$ cat config.mk
export PLATFORM = sky130hd
export DESIGN_NAME = mask_corner_vertex_extract
export DESIGN_NICKNAME = d
export VERILOG_FILES = /design/src/hw/rtl/mcve_pkg.sv /design/src/hw/rtl/mcve_lane.sv /design/src/hw/rtl/mcve_scan.sv /design/src/hw/rtl/mask_corner_vertex_extract.sv
export VERILOG_INCLUDE_DIRS = /design/src /design/src/hw/rtl
export SDC_FILE = /design/constraint.sdc
export NUM_CORES = 1
export LEC_CHECK = 0
export BUFFER_PORTS_ARGS = -buffer_cell sky130_fd_sc_hd__buf_2
export CAP_MARGIN = 20
export CORE_MARGIN = 2
export CORE_UTILIZATION = 25
export DETAILED_ROUTE_END_ITERATION = 6
export GPL_ROUTABILITY_DRIVEN = 0
export SETUP_SLACK_MARGIN = 0.1
export SLEW_MARGIN = 5
export SYNTH_ARGS = -nofsm -noshare
export SYNTH_HDL_FRONTEND = slang
export SYNTH_SLANG_ARGS = --single-unit
$ cat constraint.sdc
create_clock -name clock -period 7.3 [get_ports clock]
set_input_delay 1.46 -clock clock [delete_from_list [all_inputs] [get_ports clock]]
set_output_delay 1.46 -clock clock [all_outputs]
set_load 0.05 [all_outputs]
$ cat src/hw/rtl/mask_corner_vertex_extract_macros.svh
// Assertion macros shared by the corner vertex extractor RTL.
// Depends on nothing; defining ASSERT_OFF compiles every check away.
`ifndef MASK_CORNER_VERTEX_EXTRACT_MACROS_SVH
`define MASK_CORNER_VERTEX_EXTRACT_MACROS_SVH

`ifndef ASSERT_OFF

// Same-cycle implication, disabled during reset.
`define MCVE_ASSERT_IMPLIES(label, clk, rst, ante, cons) \
   label: assert property (@(posedge clk) disable iff (rst) (ante) |-> (cons)) \
      else $error("mcve assertion failed");

// Next-cycle implication, disabled during reset.
`define MCVE_ASSERT_NEXT(label, clk, rst, ante, cons) \
   label: assert property (@(posedge clk) disable iff (rst) (ante) |=> (cons)) \
      else $error("mcve assertion failed");

`else

`define MCVE_ASSERT_IMPLIES(label, clk, rst, ante, cons)
`define MCVE_ASSERT_NEXT(label, clk, rst, ante, cons)

`endif

`endif

$ cat src/hw/rtl/mcve_pkg.sv
// Package of the corner vertex extractor: field widths, defaults and payload types.
// Depends on nothing; used by every module of the block.
package mcve_pkg;

   localparam int WIDTH_DEFAULT      = 32;
   localparam int MAX_HEIGHT_DEFAULT = 1024;

   localparam int ROW_BITS_W    = 32;
   localparam int IMAGE_WIDTH_W = 6;
   localparam int VERTEX_X_W    = 6;
   localparam int VERTEX_Y_W    = 10;

   localparam logic [IMAGE_WIDTH_W-1:0] IMAGE_WIDTH_RESET = 6'd32;

   // One input transaction.
   typedef struct packed {
      logic [ROW_BITS_W-1:0] row_bits;
      logic                  end_frame;
   } req_payload_type;

   // One result transaction.
   typedef struct packed {
      logic [VERTEX_X_W-1:0] vertex_x;
      logic [VERTEX_Y_W-1:0] vertex_y;
      logic                  last;
   } rsp_payload_type;

   // Neighborhood of one column as seen by its lane.
   typedef struct packed {
      logic self_bit;
      logic left_bit;
      logic right_bit;
      logic above_bit;
      logic below_bit;
   } lane_in_type;

   // Start command from the row stage to the scan stage.
   typedef struct packed {
      logic                  load;
      logic                  toggle;
      logic [VERTEX_Y_W-1:0] vertex_y;
   } scan_load_type;

endpackage

$ cat src/hw/rtl/mcve_lane.sv
// One column lane: judges whether its pixel of the pending row is a corner.
// Depends on mcve_pkg for the neighborhood struct and the register width.
module mcve_lane
   import mcve_pkg::*;
#(
   parameter int COL = 0
) (
   input  logic [IMAGE_WIDTH_W-1:0] image_width,
   input  lane_in_type              nbr,
   output logic                     col_valid,
   output logic                     hit
);

   logic right_valid;

   // A column counts only below the programmed image width.
   assign col_valid   = {1'b0, image_width} > (IMAGE_WIDTH_W+1)'(COL);
   assign right_valid = {1'b0, image_width} > (IMAGE_WIDTH_W+1)'(COL + 1);

   // Exactly one horizontal and exactly one vertical opaque neighbor.
   assign hit = col_valid & nbr.self_bit
              & (nbr.left_bit ^ (nbr.right_bit & right_valid))
              & (nbr.above_bit ^ nbr.below_bit);

endmodule

$ cat src/hw/rtl/mcve_scan.sv
// Merge stage: walks lane hits one column per unstalled cycle and emits vertices.
// Depends on mcve_pkg and the assertion macro header.
`include "mask_corner_vertex_extract_macros.svh"
module mcve_scan
   import mcve_pkg::*;
#(
   parameter int WIDTH = WIDTH_DEFAULT
) (
   input  logic            clock,
   input  logic            reset,
   input  scan_load_type   load,
   input  logic [WIDTH-1:0] load_hits,
   output logic            busy,
   output logic            rsp_valid,
   input  logic            rsp_ready,
   output rsp_payload_type rsp_payload
);

   localparam int XW = $clog2(WIDTH);

   logic [WIDTH-1:0]      hits_ff, hits_in;
   logic [XW-1:0]         x_ff, x_in;
   logic                  tog_ff, tog_in;
   logic [VERTEX_Y_W-1:0] y_ff, y_in;
   logic                  rsp_valid_ff, rsp_valid_in;
   rsp_payload_type       rsp_data_ff, rsp_data_in;
   logic                  out_free;
   logic                  step;
   logic                  emit;
   logic                  last_hit;

   // The scan advances unless a hit is waiting for a free output register.
   assign busy     = hits_ff != '0;
   assign out_free = !rsp_valid_ff || rsp_ready;
   assign step     = busy && (!hits_ff[0] || out_free);
   assign emit     = step && hits_ff[0];
   assign last_hit = (hits_ff >> 1) == '0;

   // Scan position and offset toggle.
   always_comb begin
      hits_in = hits_ff;
      x_in    = x_ff;
      tog_in  = tog_ff;
      y_in    = y_ff;
      if (load.load) begin
         hits_in = load_hits;
         x_in    = '0;
         tog_in  = load.toggle;
         y_in    = load.vertex_y;
      end else if (step) begin
         hits_in = hits_ff >> 1;
         x_in    = x_ff + 1'b1;
         tog_in  = tog_ff ^ emit;
      end
   end

   // Output register, loaded on every emitted vertex.
   always_comb begin
      rsp_valid_in = rsp_valid_ff;
      rsp_data_in  = rsp_data_ff;
      if (emit) begin
         rsp_valid_in         = 1'b1;
         rsp_data_in.vertex_x = VERTEX_X_W'(x_ff) + VERTEX_X_W'(tog_ff);
         rsp_data_in.vertex_y = y_ff;
         rsp_data_in.last     = last_hit;
      end else if (rsp_ready) begin
         rsp_valid_in = 1'b0;
      end
   end

   always_ff @(posedge clock) begin
      if (reset) begin
         hits_ff      <= '0;
         rsp_valid_ff <= 1'b0;
      end else begin
         hits_ff      <= hits_in;
         rsp_valid_ff <= rsp_valid_in;
      end
   end

   always_ff @(posedge clock) begin
      x_ff        <= x_in;
      tog_ff      <= tog_in;
      y_ff        <= y_in;
      rsp_data_ff <= rsp_data_in;
   end

   assign rsp_valid   = rsp_valid_ff;
   assign rsp_payload = rsp_data_ff;

   // A new row must never arrive while a scan is in progress.
   `MCVE_ASSERT_IMPLIES(a_load_when_idle, clock, reset, load.load, !busy)
   // Emitting the last vertex of a row ends the scan.
   `MCVE_ASSERT_NEXT(a_last_ends_scan, clock, reset, emit && last_hit, hits_ff == '0)
   // The scan position stays inside the row while hits remain.
   `MCVE_ASSERT_IMPLIES(a_x_in_row, clock, reset, busy, {1'b0, x_ff} < (XW+1)'(WIDTH))

endmodule

$ cat src/hw/rtl/mask_corner_vertex_extract.sv
// Path: at the accepting edge the corner hits of a judged row load the merge stage, which
// scans them one column per cycle and loads each vertex into the output register, delayed
// beyond that only while the result side stalls. Throughput: a transaction that judges
// corners holds the input while the merge stage scans up to its highest corner column,
// plus output stalls. A transaction that judges no corner is taken every cycle.
// Reset (synchronous, active high): row state cleared, above row all ones, image_width 32.
`include "mask_corner_vertex_extract_macros.svh"
module mask_corner_vertex_extract
   import mcve_pkg::*;
#(
   parameter int WIDTH      = WIDTH_DEFAULT,
   parameter int MAX_HEIGHT = MAX_HEIGHT_DEFAULT
) (
   input  logic                     clock,
   input  logic                     reset,
   input  logic                     req_valid,
   output logic                     req_ready,
   input  req_payload_type          req_payload,
   output logic                     rsp_valid,
   input  logic                     rsp_ready,
   output rsp_payload_type          rsp_payload,
   input  logic                     csr_valid,
   output logic                     csr_ready,
   input  logic [IMAGE_WIDTH_W-1:0] csr_data
);

   localparam int IW = $clog2(MAX_HEIGHT);

   logic [IMAGE_WIDTH_W-1:0] width_ff, width_in;
   logic [WIDTH-1:0]         pending_ff, pending_in;
   logic [WIDTH-1:0]         above_ff, above_in;
   logic [IW-1:0]            row_idx_ff, row_idx_in;
   logic                     have_pend_ff, have_pend_in;
   logic                     tog_ff, tog_in;
   logic [WIDTH-1:0]         row_ext;
   logic [WIDTH-1:0]         col_valid;
   logic [WIDTH-1:0]         hits;
   lane_in_type              lane_in [WIDTH];
   scan_load_type            scan_load;
   logic                     scan_busy;
   logic                     req_fire;

   assign req_ready = !scan_busy;
   assign req_fire  = req_valid && req_ready;
   assign csr_ready = 1'b1;
   assign row_ext   = WIDTH'(req_payload.row_bits);

   // One lane per column; the row below is opaque on an end transaction.
   for (genvar x = 0; x < WIDTH; x++) begin : g_lane
      assign lane_in[x].self_bit  = pending_ff[x];
      assign lane_in[x].above_bit = above_ff[x];
      assign lane_in[x].below_bit = req_payload.end_frame | row_ext[x];
      if (x == 0) begin : g_left_edge
         assign lane_in[x].left_bit = 1'b0;
      end else begin : g_left
         assign lane_in[x].left_bit = pending_ff[x-1];
      end
      if (x == WIDTH - 1) begin : g_right_edge
         assign lane_in[x].right_bit = 1'b0;
      end else begin : g_right
         assign lane_in[x].right_bit = pending_ff[x+1];
      end
      mcve_lane #(
         .COL(x)
      ) u_lane (
         .image_width(width_ff),
         .nbr        (lane_in[x]),
         .col_valid  (col_valid[x]),
         .hit        (hits[x])
      );
   end

   // Start a scan whenever a pending row gets judged.
   assign scan_load.load     = req_fire && have_pend_ff;
   assign scan_load.toggle   = tog_ff;
   assign scan_load.vertex_y = VERTEX_Y_W'(row_idx_ff);

   // Configuration register.
   always_comb begin
      width_in = width_ff;
      if (csr_valid) begin
         width_in = csr_data;
      end
   end

   // Row history, row counter and offset parity.
   always_comb begin
      pending_in   = pending_ff;
      above_in     = above_ff;
      row_idx_in   = row_idx_ff;
      have_pend_in = have_pend_ff;
      tog_in       = tog_ff;
      if (req_fire) begin
         if (req_payload.end_frame) begin
            pending_in   = '0;
            above_in     = '1;
            row_idx_in   = '0;
            have_pend_in = 1'b0;
            tog_in       = 1'b0;
         end else begin
            if (have_pend_ff) begin
               above_in = pending_ff;
               tog_in   = tog_ff ^ (^hits);
               if (row_idx_ff != IW'(MAX_HEIGHT - 1)) begin
                  row_idx_in = row_idx_ff + 1'b1;
               end
            end
            pending_in   = row_ext & col_valid;
            have_pend_in = 1'b1;
         end
      end
   end

   always_ff @(posedge clock) begin
      if (reset) begin
         width_ff     <= IMAGE_WIDTH_RESET;
         pending_ff   <= '0;
         above_ff     <= '1;
         row_idx_ff   <= '0;
         have_pend_ff <= 1'b0;
         tog_ff       <= 1'b0;
      end else begin
         width_ff     <= width_in;
         pending_ff   <= pending_in;
         above_ff     <= above_in;
         row_idx_ff   <= row_idx_in;
         have_pend_ff <= have_pend_in;
         tog_ff       <= tog_in;
      end
   end

   // Merge stage and output register.
   mcve_scan #(
      .WIDTH(WIDTH)
   ) u_scan (
      .clock      (clock),
      .reset      (reset),
      .load       (scan_load),
      .load_hits  (hits),
      .busy       (scan_busy),
      .rsp_valid  (rsp_valid),
      .rsp_ready  (rsp_ready),
      .rsp_payload(rsp_payload)
   );

   // An end transaction leaves the frame state cleared.
   `MCVE_ASSERT_NEXT(a_end_clears, clock, reset, req_fire && req_payload.end_frame,
                     !have_pend_ff && row_idx_ff == '0 && !tog_ff)
   // Without a pending row the row register holds nothing.
   `MCVE_ASSERT_IMPLIES(a_idle_pending_clear, clock, reset, !have_pend_ff, pending_ff == '0)
   // A stalled result transaction stays offered with its payload unchanged.
   `MCVE_ASSERT_NEXT(a_rsp_held, clock, reset, rsp_valid && !rsp_ready, rsp_valid && $stable(rsp_payload))

endmodule
-- Yosys cells after proc, flatten, opt, wreduce, memory -nomap -nowiden
Index checks and enable logic that the tools add are counted.
- add/subtract/negate cells: 3
- order comparisons: 32
- equality and inequality tests: 1
- muxes and demuxes: 15
- bitwise logic cells: 193
- reduce and logical (&&, ||, !) cells: 18
- operator list (operator ; count):
    $mux W32 ; 5
    $and A1 B1 Y1 ; 96
    $gt A6 B5 Y1 const B ; 16
    $xor A1 B1 Y1 ; 64
    $gt A6 B4 Y1 const B ; 8
    $and A32 B32 Y32 ; 1
    $logic_not A32 Y1 ; 1
    $or A1 B1 Y1 ; 32
    $reduce_bool A32 Y1 ; 1
    $reduce_xor A32 Y1 ; 1
    $mux W10 ; 3
    $gt A6 B3 Y1 const B ; 4
    $gt A6 B1 Y1 const B ; 2
    $gt A6 B2 Y1 const B ; 2
    $add A10 B1 Y10 const B ; 1
    $ne A10 B10 Y1 const B ; 1
    $reduce_bool A2 Y1 ; 4
    $mux W1 ; 7
    $add A5 B1 Y6 ; 1
    $add A5 B1 Y5 const B ; 1
    $logic_and A1 B1 Y1 ; 4
    $logic_not A1 Y1 ; 3
    $reduce_and A3 Y1 ; 1
    $logic_or A1 B1 Y1 ; 2
    $reduce_and A2 Y1 ; 1
- bits in registers: 148
- input bits: 44
- output and inout port bits: 20

-- Logic depth before layout (Yosys ltp)
- depth in word-level cells: 9
- depth in mapped cells: 12

-- Cells and area by module
From an unflattened synthesis, not the netlist that was laid out.
- cell total of the unflattened synthesis: 899
- area, all modules: 8483.1 um2
- by module, submodules not included (module ; instances ; cells each ; area an instance (um2)):
    mask_corner_vertex_extract ; 1 ; 399 ; 3537.1
    mcve_scan ; 1 ; 225 ; 2782.7
    mcve_lane at g_lane[19].u_lane ... ; 2 ; 9 ; 77.6
    mcve_lane at g_lane[18].u_lane ... ; 2 ; 10 ; 75.1
    mcve_lane at g_lane[1].u_lane ... ; 2 ; 8 ; 62.6
    mcve_lane at g_lane[3].u_lane ... ; 2 ; 7 ; 57.6
    mcve_lane at g_lane[16].u_lane ; 1 ; 13 ; 93.8
    mcve_lane at g_lane[4].u_lane ; 1 ; 10 ; 90.1
    mcve_lane at g_lane[21].u_lane ; 1 ; 11 ; 88.8
    mcve_lane at g_lane[8].u_lane ; 1 ; 12 ; 85.1
    mcve_lane at g_lane[9].u_lane ; 1 ; 10 ; 82.6
    mcve_lane at g_lane[17].u_lane ; 1 ; 9 ; 78.8
    mcve_lane at g_lane[28].u_lane ; 1 ; 10 ; 78.8
    mcve_lane at g_lane[26].u_lane ; 1 ; 11 ; 75.1
    16 more rows ; -- ; -- ; --

-- Least setup slack after synthesis
No wires, ideal clock.
- kind: input-to-reg
- start point: in req_payload[0] in the netlist's numbering
- end point: reg tog_ff
- setup time: 71 ps
- arrival: 3954 ps
- slack: 3276 ps
- cell stages on the path: 10
- buffers on the path: 1
- cell sequence: buf_2 -> nor2_1 -> xor2_1 -> nor3_1 -> xnor3_1 -> xnor3_1 -> xnor3_2 -> xnor3_1 -> or3_1 -> a21oi_1
- longest elaborated chain between the ends: 7
- elaborated cells between the ends (all ways): 102
- classes of those cells: mux: 2; bitwise: 97; reduce/logical: 3
- RTL lines (what ; RTL line ; text):
    from (decl) ; mask_corner_vertex_extract.sv:18 ; input req_payload_type req_payload,
    $or A1 B1 Y1 ; mask_corner_vertex_extract.sv:52 ; assign lane_in[x].below_bit = req_payload.end_frame | row_ext[x];
    $xor A1 B1 Y1 ; mcve_lane.sv:23 ; & (nbr.above_bit ^ nbr.below_bit);
    $and A1 B1 Y1 ; mcve_lane.sv:23 ;
    $reduce_xor A32 Y1 ; mask_corner_vertex_extract.sv:103 ; tog_in = tog_ff ^ (^hits);
    $xor A1 B1 Y1 ; mask_corner_vertex_extract.sv:103 ;
    $mux W1 ; mask_corner_vertex_extract.sv:101 ; if (have_pend_ff) begin
    $mux W1 ; mask_corner_vertex_extract.sv:94 ; if (req_payload.end_frame) begin
    to (signal assigned) ; mask_corner_vertex_extract.sv:128 ; tog_ff <= tog_in;
    to (decl) ; mask_corner_vertex_extract.sv:34 ; logic tog_ff, tog_in;
Parallel ways exist; a longest one is shown, timed or not. The select of a mux whose other input is x is not followed.
A chain may end at the register's enable or synchronous reset.

-- Worst setup path in the final report
Same ends and word-level chain as after synthesis.

==> results.md <==
- DR iter-0 viols: 627
- H-Tree Depth: 4
- Nets@finish: 895
- Clk buf depth: 2
- Final Util: 29.77%
- WL/cell: 16.12 µm
- Pwr/cell area: 221.6 nW/µm²
- Post-synthesis cell area: 7343 µm²
- Slew Limit Fails: 0
- CTS clock-pin slew for the worst setup and hold paths: 0.06 ns
- Vias: 6,100
- Total Routed Length: 20,060 µm
- Setup bufs post-CTS: 0
- CTS root buffer: clkbuf_16
- DRT antenna net count: 0
- Initial Util: 25.52%
- Achievable Freq: 0.2287 GHz
- I/O pin count: 64
- Slew HR: 43.74%
- Seq/Total Area, Yosys: 44.16%
- Outcome: complete, no violations
- Least-Margin Pin Slew: 0.8409 ns
- Asr flop ratio synth: 0%
- Syn avg cell area: 9.010 µm²
- First-pass GRT wire length: 32,000 µm
- Area Growth Syn to Fin: 16.66%
- RSZ-0062 raised after global routing: false
- Die W: 175.4 µm
- Setup Crit Path Kind: in2reg
- Share of cells above drive strength 1: 13.95%
- CP Data Required Time: 7.65 ns
- Synthesized net count: 863
- Fillers: 3,032
- Vias in the first global route: 5,815
- Number of max-cap violations: 0
- Antenna diode count: 0
- CTS sink count: 148
- Initial DRT Pass Iterations: 5
- Final clock period utilization by the worst path: 59.91%
- CTS Buf Count: 17
- Synth Warn #: 0
- Placement Rows: 62
- Post-route design area: 8567 µm²
- Die H: 175.4 µm
- Pleak: 3.013 nW
- Global Route Usage Sum: 13.16%
- Core ar.: 28,780 µm²
- FF/Latch Area: 3243 µm²
- Commonest cells after routing, fill and taps aside: 120 x dfxtp_1, 85 x nor2_1, 68 x nand2_1
- Top FF cell, synth: dfxtp_1
- Setup crit end kind: flip-flop
- Largest net degree at the start of global routing: 78
- Max IR drop VDD: 0.1306 mV
- Most common cell after layout, fill and taps aside: dfxtp_1
- Tmin final: 4.373 ns
- Gates resized, CTS repair: 0
- CP Data Arrival Time: 4.72 ns
- Area occupied by multi-input gates: 3825 µm²
- Number of distinct library cells after synthesis: 57
- Global route overflow: 0
- Clock Latency Late Sink: 0.42 ns
- IO Port Bufs: 62
- Initial antenna violation count: 0
- DR vias/cell: 4.904
- Hold buffers post-CTS: 0
- Setup TNS: 0 ns
- Crit start category: primary input
- Skew final: 0.008256 ns
- Worst-path maximum fanout: 30
- Placement Cell Area: 7964 µm²
- Residual DRC count: 0
- Hold Violations, Final: 0
- Area of the die: 30,760 µm²
- DP Wirelength: 13,550 µm
- Register bit total from synthesis: 148
- CTS tree: built
- Synth Instances: 815
- Final setup viols: 0
- Worst Hold Class: reg2reg
- EDFF count, synth: 28
-- path summary, 6_finish.rpt --
check                      startpoint                               to  slack, ns  cells past startpoint
max                    req_payload[0]              tog_ff$_SDFFE_PP0P_       2.93                     10
min          u_scan.y_ff[7]$_DFFE_PP_  u_scan.rsp_payload[8]$_DFFE_PP_       0.42                      0
max reg2reg  width_ff[4]$_SDFFE_PP0P_              tog_ff$_SDFFE_PP0P_       3.33                     10
min reg2reg  u_scan.y_ff[7]$_DFFE_PP_  u_scan.rsp_payload[8]$_DFFE_PP_       0.42                      0
-- metrics by stage --
stage / setup WS, ns / instances / power (W) / hold WS (ns)
floorplan: 3.276 / 815 / 0.0009959 / 0.4003
global placement: 2.560 / 1211 / 0.001046 / 0.4057
detailed placement: 2.539 / 1211 / 0.001048 / 0.4054
CTS: 2.958 / 1243 / 0.001912 / 0.4180
global route: 2.805 / 1244 / 0.001966 / 0.4318
finish: 2.927 / 1244 / 0.001898 / 0.4188
-- worst max-delay path: stages --
cell and delay, ns:
buf_2 0.51, nor2_1 0.13, xor2_1 0.16, nor3_1 0.32, xnor3_1 0.51, xnor3_1 0.39
xnor3_2 0.42, xnor3_1 0.35, or3_1 0.31, a21oi_1 0.14
-- cells by family after synthesis --
kind of cell	count (synthesis)	share of synthesized area (%)
simple gates	295	20.02
other cells	1	0.05107
mux	6	0.8179
flops	148	44.16
xor+xnor	93	12.42
buf+inv	66	4.021
fa+ha+maj	4	0.6816
compound gates	202	17.82
-- metal layers --
metal	up-vias	part of all wire (%)	GRT usage, %
li1	2977	-	-
met1	2892	47	17.86
met2	197	46	20.90
met3	34	4.9	2.359
met4	0	2.4	4.757
met5	-	0	0
-- power breakdown --
part	internal [W]	switching [W]
Clock	0.000511	0.000355
Combinational	0.0000610	0.0000995
Sequential	0.000849	0.0000222
-- synth_stat cells (all sizes together), types with 6 or more instances --
cell | number | area share, %
a22oi | 20 | 2.0
o21ai | 30 | 2.1
o2111a | 17 | 2.6
clkbuf | 45 | 2.3
xor2 | 50 | 6.0
nor2 | 86 | 4.4
xnor2 | 36 | 4.3
xnor3 | 7 | 2.2
nand2b | 36 | 3.1
nand2 | 70 | 3.6
edfxtp | 28 | 11
o22ai | 32 | 2.7
nor3 | 24 | 1.7
nor2b | 8 | 0.68
nor4b | 9 | 1.1
nand4 | 13 | 1.1
or3 | 7 | 0.66
nor4 | 9 | 0.77
nand3 | 7 | 0.48
and3 | 10 | 0.85
a31oi | 12 | 1.0
and2 | 7 | 0.60
buf | 17 | 1.5
a21oi | 69 | 4.7
dfxtp | 120 | 33
mux2i | 6 | 0.82
-- final cells by class --
class                      instances  area share, %
clock inverter                    13          1.548
tap                              384          5.608
sequential                       148          37.86
timing repair buffer              75          4.995
multi-input combinational        601          44.65
inverter                           4         0.1753
clock buffer                      19          5.170
-- flip-flops by register name, summed over array words and instances (netlist names) --
| name | flops |
|---|---|
| above_ff | 32 |
| have_pend_ff | 1 |
| pending_ff | 32 |
| row_idx_ff | 10 |
| tog_ff | 1 |
| u_scan.hits_ff | 32 |
| u_scan.rsp_payload | 17 |
| u_scan.rsp_valid | 1 |
| u_scan.tog_ff | 1 |
| u_scan.x_ff | 5 |
| u_scan.y_ff | 10 |
| width_ff | 6 |
No activity file was read; power rests on OpenSTA's default activity.
